`src/hw/rtl/assert_macros.svh`:
```
// Assertion macros used by the RTL of the sorter.
`ifndef ASSERT_MACROS_SVH
`define ASSERT_MACROS_SVH

// The consequent must hold in the same cycle as the antecedent.
`define ASSERT_IMPL(label, clk, rst, ante, cons, msg) \
  label: assert property (@(posedge clk) disable iff (rst) (ante) |-> (cons)) \
    else $error(msg);

// The consequent must hold in the cycle after the antecedent.
`define ASSERT_NEXT(label, clk, rst, ante, cons, msg) \
  label: assert property (@(posedge clk) disable iff (rst) (ante) |=> (cons)) \
    else $error(msg);

`endif

```
`src/hw/rtl/sts_pkg.sv`:
```
`timescale 1ns / 1ps
`default_nettype none

package sts_pkg;

  localparam int TAG_W      = 16;
  localparam int COST_W     = 32;
  localparam int LEVEL_W    = 8;
  localparam int OPCOST_W   = 29;
  localparam int LIMIT_W    = 33;

  localparam logic [OPCOST_W-1:0] OPCOST_RESET = 29'd164;
  localparam logic [LIMIT_W-1:0]  CHEAP_FACTOR = 33'd10;
  localparam logic [LIMIT_W-1:0]  LIMIT_RESET  = LIMIT_W'(OPCOST_RESET) * CHEAP_FACTOR;

  typedef struct packed {
    logic [TAG_W-1:0]   tag;
    logic [COST_W-1:0]  cost;
    logic [LEVEL_W-1:0] level;
  } entry_t;

  typedef struct packed {
    logic load;
    logic shift;
    logic finish;
  } ctl_cmd_t;

  typedef struct packed {
    logic last_one;
    logic empty;
  } dp_stat_t;

  // True when a new entry belongs behind a held one: equal keys keep arrival order.
  function automatic logic goes_after(input entry_t fresh, input entry_t held);
    logic after;
    if (fresh.level != held.level) begin
      after = fresh.level > held.level;
    end else begin
      after = fresh.cost >= held.cost;
    end
    return after;
  endfunction

endpackage

`default_nettype wire

```
`src/hw/rtl/sts_ctrl.sv`:
```
`timescale 1ns / 1ps
`default_nettype none

`include "assert_macros.svh"

module sts_ctrl import sts_pkg::*; (
  input  wire logic     clk,
  input  wire logic     rst,
  input  wire logic     in_valid,
  input  wire logic     in_final,
  output logic          in_ready,
  output logic          out_valid,
  input  wire logic     out_ready,
  input  wire dp_stat_t stat,
  output ctl_cmd_t      cmd
);

  typedef enum logic [1:0] {
    ST_IDLE  = 2'b01,
    ST_DRAIN = 2'b10
  } state_t;

  state_t state;
  state_t state_next;

  always_comb begin
    state_next = state;
    in_ready   = 1'b0;
    out_valid  = 1'b0;
    cmd        = '0;
    unique case (state)
      ST_IDLE: begin
        in_ready = !rst;
        cmd.load = in_valid && !rst;
        if (in_valid && in_final) begin
          state_next = ST_DRAIN;
        end
      end
      ST_DRAIN: begin
        out_valid  = 1'b1;
        cmd.shift  = out_ready;
        cmd.finish = out_ready && stat.last_one;
        if (out_ready && stat.last_one) begin
          state_next = ST_IDLE;
        end
      end
      default: begin
        state_next = ST_IDLE;
      end
    endcase
  end

  always_ff @(posedge clk) begin
    if (rst) begin
      state <= ST_IDLE;
    end else begin
      state <= state_next;
    end
  end

  `ASSERT_IMPL(a_sides_apart, clk, rst, in_ready, !out_valid, "input and output open together")
  `ASSERT_IMPL(a_drain_nonempty, clk, rst, state == ST_DRAIN, !stat.empty, "draining an empty row")
  `ASSERT_NEXT(a_final_drains, clk, rst, in_valid && in_ready && in_final, state == ST_DRAIN, "final item did not start the run")
  `ASSERT_NEXT(a_finish_idle, clk, rst, cmd.finish, state == ST_IDLE && stat.empty, "run did not end cleanly")

endmodule

`default_nettype wire

```
`config.mk`:
```
export PLATFORM = sky130hd
export DESIGN_NAME = sts_ctrl
export DESIGN_NICKNAME = d
export VERILOG_FILES = /design/src/hw/rtl/sts_pkg.sv /design/src/hw/rtl/sts_ctrl.sv
export VERILOG_INCLUDE_DIRS = /design/src /design/src/hw/rtl
export SDC_FILE = /design/constraint.sdc
export NUM_CORES = 1
export LEC_CHECK = 0
export ABC_AREA = 0
export ABC_CLOCK_PERIOD_IN_PS = 1100
export BUFFER_PORTS_ARGS = -buffer_cell sky130_fd_sc_hd__buf_2
export CORE_AREA = 2 2 39 41
export DETAILED_ROUTE_END_ITERATION = 10
export DIE_AREA = 0 0 41 43
export SYNTH_ARGS = -nofsm -noshare
export SYNTH_HDL_FRONTEND = slang
export SYNTH_SLANG_ARGS = --single-unit
```
`constraint.sdc`:
```
create_clock -name clk -period 1.1 [get_ports clk]
set_clock_uncertainty 0.05 [all_clocks]
set_input_delay 0.165 -clock clk [delete_from_list [all_inputs] [get_ports clk]]
set_output_delay 0.165 -clock clk [all_outputs]
set_load 0.1 [all_outputs]
```
# Word-level counts from Yosys, hierarchy flattened
# Index checks and enable logic that the tools add are counted.
# word_totals
ramBits	0
latchBits	0
in_bits	7
rom_bits	0
word_cells	17
reg_bits	2
n_memories	0
output_inout_bits	5
# op_classes
n_reduce_logical	5
order_cmp	0
n_shift	0
n_div	0
n_bitwise	0
multipliers	0
mux	7
addsub	0
eq_ne	4
# ops
op	count
$mux 2	3
$ne 2x2->1 const B	2
$pmux 2 s2	1
$logic_and 1x1->1	3
$mux 1	3
$eq 2x1->1 const B	1
$eq 2x2->1 const B	1
$reduce_and 2->1	1
$logic_not 1->1	1

# Logic depth before layout (Yosys ltp)
# Gate-level depths: netlist of run 1.
# depth
depth_word	3
depth_mapped	3
depth_no_buf	3

# Worst setup path after synthesis of run 1
# No wires, ideal clock.
# synth_path
kind	flip-flop to output port
from	register state[0]
to	output port cmd[2] (netlist name)
arrival_time_ps	2518
setup_slack_ps	-1633
n_path_buf	0
stages_incl_launch_ff	3
t_required_ps	885
path_cell_list	dfxtp_1 > nor3b_2 > and2_1
# synth_lines
item	line	rtl
start: declaration	sts_ctrl.sv:23	state_t state;
start signal: assignment	sts_ctrl.sv:57	state <= state_next;
end: declaration	sts_ctrl.sv:15	output ctl_cmd_t cmd

==> key figures, run 1 <==
STA
  – Slew Limit Headroom: 0.897
  – F_max: 0.759 GHz
  – Final hold violation count: 0
  – RSZ-0062 raised after global routing: yes
  – Final min period: ~1.3 ns
  – Part of the cycle the worst path needs: 1.20
  – Setup violators final: 5
  – Setup ws final: -0.217 ns
  – Hold slack: about 0.11 ns
  – Max-slew violations: 0
  – Least-Margin Pin Slew: about 0.15 ns

Global route
  – Initial antenna violation count: 0
  – Gr ovfl total: 0
  – GRT Overall Usage: 0.0431
  – Largest net degree at the start of global routing: 4
  – First-pass GRT wire length: roughly 450 um
  – Number of global-route vias before repair: around 140

Die
  – # IOs: 12
  – Initial Util: 0.0859
  – Core Area: about 0.0014 mm^2
  – Die area: 0.00176 mm^2
  – Die X-Extent: slightly above 40 um
  – Row count: 14
  – Die height: 43 um

Critical path
  – Critical path startpoint category: flop
  – WP data arrival: 1.10 ns
  – Reg2Reg Depth: 5
  – Worst EP required: a little under 0.9 ns
  – Setup CP Type: flop to primary output
  – Reg-to-reg critical path startpoint: state[1]$_SDFFE_PP0P_
  – Worst Setup SP: state[0]$_SDFFE_PP1P_
  – Crit path capture type: primary output
  – Max FO, Critical Path: 3

Placement
  – Dpl cells: 40
  – GP Congestion: 0.500
  – HPWL after DPL: 248 um
  – Port Buffers: 10
  – Post-Place Setup Slack: -0.00148 ns

Finish
  – Largest regs: state (2)
  – Fin cells: 44
  – Largest register FFs: 2
  – Final antenna diode count: 0
  – FILL cells: roughly 160
  – # nets final: 37
  – Layout area overhead: 184%
  – Share of layout cells above drive strength 1: 0.857
  – Reg with most FFs: state

Synthesis
  – Synth top area share: 0.337
  – Syn_nets: 19
  – Sequential share of the synthesized area: 0.337
  – Synth warnings: 0
  – Yosys cell types: 11
  – Synth Area in Simple Gates: 0.558
  – Adder-cell share of the synthesized area: 0
  – Compound-cell area share of the yosys netlist: 0.105
  – Largest area contributor in the netlist: dfxtp_1
  – Post-synthesis mux area share: 0
  – #FFs+latches synth: 2
  – Synthesized area: between 100 and 150 um^2
  – Mean Syn Cell Area: about 9.9 um^2
  – Synth Area in XOR/XNOR: 0
  – Area contributors post-synth: dfxtp_1, nor2b_4, nor3b_2
  – Synth Instances: 12
  – Largest family of logic cells by synthesized area: simple AND/OR/NAND/NOR gates

Routing
  – Vias/cell: between 3 and 4
  – Iter 0 DRT Violations: 0
  – Wire per inst: about 6.7 um
  – Vias: around 140
  – Drt drc: 0
  – Drt total wl: between 200 and 300 um
  – First-pass DRT Iterations: 1
  – Antenna viol nets, final: 0

Clock tree
  – Clock Pin Slew Worst Setup and Hold Paths: about 0.030 ns
  – CTS tree: built
  – Root Driver: clkbuf_4
  – Clk_lat worst skew: ~0.22 ns
  – Hold-fix buffers, CTS: 0
  – H-tree lvl count: 1
  – CTS Buffer Depth: 2
  – CTS buffer count: 3
  – Total clock sinks: 2

Hold path
  – Min-delay worst type: primary input to flop
  – Hold Crit Start: rst
  – Hold depth: 2

Power and ir drop
  – Clock share of power: 0.465
  – Combinational share of power: 0.309
  – Leak: around 0.14 nW
  – Switching power: roughly 0.10 mW
  – Maximum vdd drop: approximately 0.19 mV
  – Switching share of power: 0.304
  – PwrDens: 1020 mW/mm^2
  – Reg power frac: 0.226
  – Design internal power: 0.240 mW

Job
  – Max capacitance violation total: 0

Run status
  – Status: complete, but fails checks
  – Failing checks: setup timing
==> Yosys cell counts <==
cell type  n
and3_2     1
dfxtp_1    2
nand2_2    1
a21o_1     1
nand4b_1   1
nand2_1    1
and2_1     1
a21oi_1    1
and2_2     1
nor2b_4    1
nor3b_2    1
==> through the flow <==
stage / utilization / instance area [um^2] / power [mW] / setup TNS (ns)
final: 0.244 / 338 / 0.345 / -0.898
after global routing: 0.244 / 338 / 0.368 / -1.14
after CTS: 0.238 / 329 / 0.361 / -1.03
after detailed placement: 0.213 / 295 / 0.188 / -0.00148
after global placement: 0.213 / 295 / 0.188 / 0
after floorplan: - / 135 / 0.143 / -2.58
==> area by class of cell <==
class,count,area [um^2],area share
Clock buffer,3,22.5,0.0667
Multi-Input combinational cell,10,92.6,0.274
Sequential cell,2,47.5,0.141
Tap cell,16,20.0,0.0593
Timing Repair Buffer,13,155,0.459
==> layout by cell type (no fill, tap or decap) <==
master    count
buf_2         5
buf_12        5
clkbuf_4      3
and2_4        2
buf_6         2
dfxtp_4       2
nor3b_4       1
nor2b_4       1
and3_4        1
nand4b_1      1
nand2_1       1
nand2_2       1
a21o_1        1
a21oi_1       1
buf_4         1
==> per-layer routing <==
layer  part of all wire  vias to the layer above  track usage
met5                  0                        -            0
met4                  0                        0       0.0800
met3               0.10                        0       0.0157
met2               0.56                        8       0.0625
met1               0.34                       60       0.0256
li1                   -                       76            -
==> kinds of logic (layout without fill, tap and decap cells) <==
group	Yosys count	in the layout
AO/OA/AOI/OAI	2	2
AND/OR/NAND/NOR	8	8
buffers and inverters	0	16
flip-flops	2	2
==> worst paths after layout <==
kind / endpoint / slack, ns
setup / recovery: cmd[2] / -0.22
hold / removal: state[1]$_SDFFE_PP0P_ / 0.11
setup reg to reg: state[0]$_SDFFE_PP1P_ / 0.03
hold reg to reg: state[1]$_SDFFE_PP0P_ / 0.51
==> timing repair <==
item	4_1_cts	5_1_grt
endpoints found under the setup margin	5	6
buffers inserted	1	1
resized for setup	1	3
pin swaps	1	3
gates cloned	0	0
==> critical path: stages (launching register included) <==
cell and delay, ns:
dfxtp_4 0.35, nor3b_4 0.19, and2_4 0.17, buf_12 0.16
==> power by group through the flow <==
stage / Sequential (mW) / Clock [mW] / Combinational [mW]
finish: 0.0781 / 0.160 / 0.106
global placement: 0.0819 / 0 / 0.106
floorplan: 0.0815 / 0 / 0.0611
detailed placement: 0.0823 / 0 / 0.106
CTS: 0.0814 / 0.173 / 0.107
global route: 0.0789 / 0.178 / 0.110
(Power assumes the default switching activity.)
==> run 2: changes to the inputs <==
--- a/config.mk
+++ b/config.mk
@@ -10,6 +10,7 @@
 export ABC_CLOCK_PERIOD_IN_PS = 1100
 export BUFFER_PORTS_ARGS = -buffer_cell sky130_fd_sc_hd__buf_2
 export CORE_AREA = 2 2 39 41
+export CTS_CLUSTER_SIZE = 30
 export DETAILED_ROUTE_END_ITERATION = 10
 export DIE_AREA = 0 0 41 43
 export SYNTH_ARGS = -nofsm -noshare
==> constraint.sdc (replaced) <==
create_clock -name clk -period 1.1 [get_ports clk]
set_clock_uncertainty 0.05 [all_clocks]
set_input_delay 0.22 -clock clk [delete_from_list [all_inputs] [get_ports clk]]
set_output_delay 0.22 -clock clk [all_outputs]
set_load 0.1 [all_outputs]
==> key figures, run 2 (synthesized netlist as in run 1, its figures left out) <==
Run status
  – Status: complete, but fails checks
  – Failing checks: setup timing

Die
  – Die X-Extent: approximately 41 um
  – Row count: 14
  – Die area: around 0.0018 mm^2
  – Core Area: around 0.0014 mm^2
  – Die height: 43 um
  – # IOs: 12
  – Initial Util: 0.0859

Critical path
  – WP data arrival: roughly 1.1 ns
  – Max FO, Critical Path: 3
  – Critical path startpoint category: flop
  – Crit path capture type: primary output
  – R2R setup slack: 0.03 ns
  – Worst EP required: roughly 0.83 ns
  – Setup CP Type: flop to primary output

STA
  – RSZ-0062 raised after global routing: yes
  – Final hold violation count: 0
  – Least-Margin Pin Slew: 0.146 ns
  – Final min period: 1.37 ns
  – Part of the cycle the worst path needs: 1.24
  – Setup ws final: -0.266 ns
  – Slew Limit Headroom: 0.902
  – Max-slew violations: 0
  – Setup violators final: 5
  – F_max: about 0.73 GHz

Finish
  – Largest regs: state (2)
  – Reg with most FFs: state
  – Storage cell area: about 45 um^2
  – Fin cells: between 40 and 50
  – Layout area overhead: 193%
  – Largest register FFs: 2
  – Multi-input logic area: between 90 and 100 um^2
  – Most frequent cells in the layout: buf_2, buf_12, clkbuf_4
  – Final antenna diode count: 0
  – # nets final: 38
  – FILL cells: between 150 and 200
  – Share of layout cells above drive strength 1: 0.862

Clock tree
  – CTS buffer count: 3
  – Total clock sinks: 2
  – H-tree lvl count: 1
  – Root Driver: clkbuf_4
  – CTS tree: built
  – Clk_lat worst skew: 0.22 ns
  – Clock Pin Slew Worst Setup and Hold Paths: ~0.03 ns
  – CTS Buffer Depth: 2

Placement
  – GP Congestion: around 0.52
  – Port Buffers: 10
  – Dpl cells: 41
  – HPWL after DPL: between 200 and 300 um
  – Post-Place Setup Slack: -0.0478 ns

Global route
  – GRT Overall Usage: 0.0451
  – First-pass GRT wire length: roughly 460 um
  – Largest net degree at the start of global routing: 4
  – Number of global-route vias before repair: 140
  – Gr ovfl total: 0
  – Initial antenna violation count: 0

Routing
  – Wire per inst: around 7.1 um
  – Antenna viol nets, final: 0
  – Drt drc: 0
  – First-pass DRT Iterations: 2
  – Drt total wl: 318 um
  – Vias/cell: 3.20
  – Vias: between 100 and 150
  – Iter 0 DRT Violations: 4

Power and ir drop
  – Leak: roughly 0.15 nW
  – PwrDens: ~1000 mW/mm^2
  – Maximum vdd drop: between 0.2 and 0.25 mV

Job
  – Max capacitance violation total: 0

Hold path
  – Min-delay worst type: primary input to flop
-- run 2: cell count changes in the layout (fill, tap and decap cells not counted), sizes merged --
cell | previous run | this run
buf | 13 | 14
-- run 2: through the flow --
| stage | power, mW | area [um^2] | hold WS, ns | util | setup TNS, ns |
|---|---|---|---|---|---|
| 2_1_floorplan | 0.143 | 135 | 0.232 | - | -2.86 |
| 3_3_place_gp | 0.190 | 303 | 0.472 | 0.219 | -0.0779 |
| 3_5_place_dp | 0.191 | 303 | 0.476 | 0.219 | -0.0957 |
| 4_1_cts | 0.363 | 337 | 0.242 | 0.243 | -1.28 |
| 5_1_grt | 0.374 | 348 | 0.263 | 0.251 | -1.43 |
| 6_report | 0.350 | 348 | 0.252 | 0.251 | -1.17 |
-- run 2: worst paths after layout --
kind	startpoint	endpoint	cells after the start
worst max register to register	state[1]$_SDFFE_PP0P_	state[0]$_SDFFE_PP1P_	5
worst min register to register	state[0]$_SDFFE_PP1P_	state[1]$_SDFFE_PP0P_	2
worst max-delay path	state[1]$_SDFFE_PP0P_	cmd[0]	3
worst min-delay path	rst	state[1]$_SDFFE_PP0P_	3
-- run 2: worst max-delay path, cell delays in order, from the launching register on --
cell and delay [ns]:
dfxtp_2 0.34, nor2b_4 0.17, and3_4 0.19, buf_12 0.17
-- run 2: layer usage --
layer / up-vias / track usage / wire (um)
met5: - / 0 / 0
met4: 0 / 0.0800 / 0
met3: 0 / 0.0157 / 27
met2: 8 / 0.0563 / 181
met1: 59 / 0.0383 / 109
li1: 77 / - / -
-- run 2: final cells by class --
| cell class | instances | area share |
|---|---|---|
| repair buffers | 14 | 0.468 |
| multi-input cells | 10 | 0.281 |
| well taps | 16 | 0.0576 |
| flip-flops and latches | 2 | 0.129 |
| clock buffers | 3 | 0.0647 |
-- run 2: repair_timing --
item                                   CTS  global route
setup endpoints to repair                5             6
pin swaps                                2             3
endpoints found under the hold margin    0             0
setup buffers                            1             1
gates resized for setup                  1             3
hold buffers                             0             0
-- run 2: power by group --
group          internal (mW)  switching [mW]  leakage [nW]
Combinational         0.0480          0.0625         0.119
Sequential            0.0757         0.00385        0.0168
Clock                  0.120          0.0398        0.0138
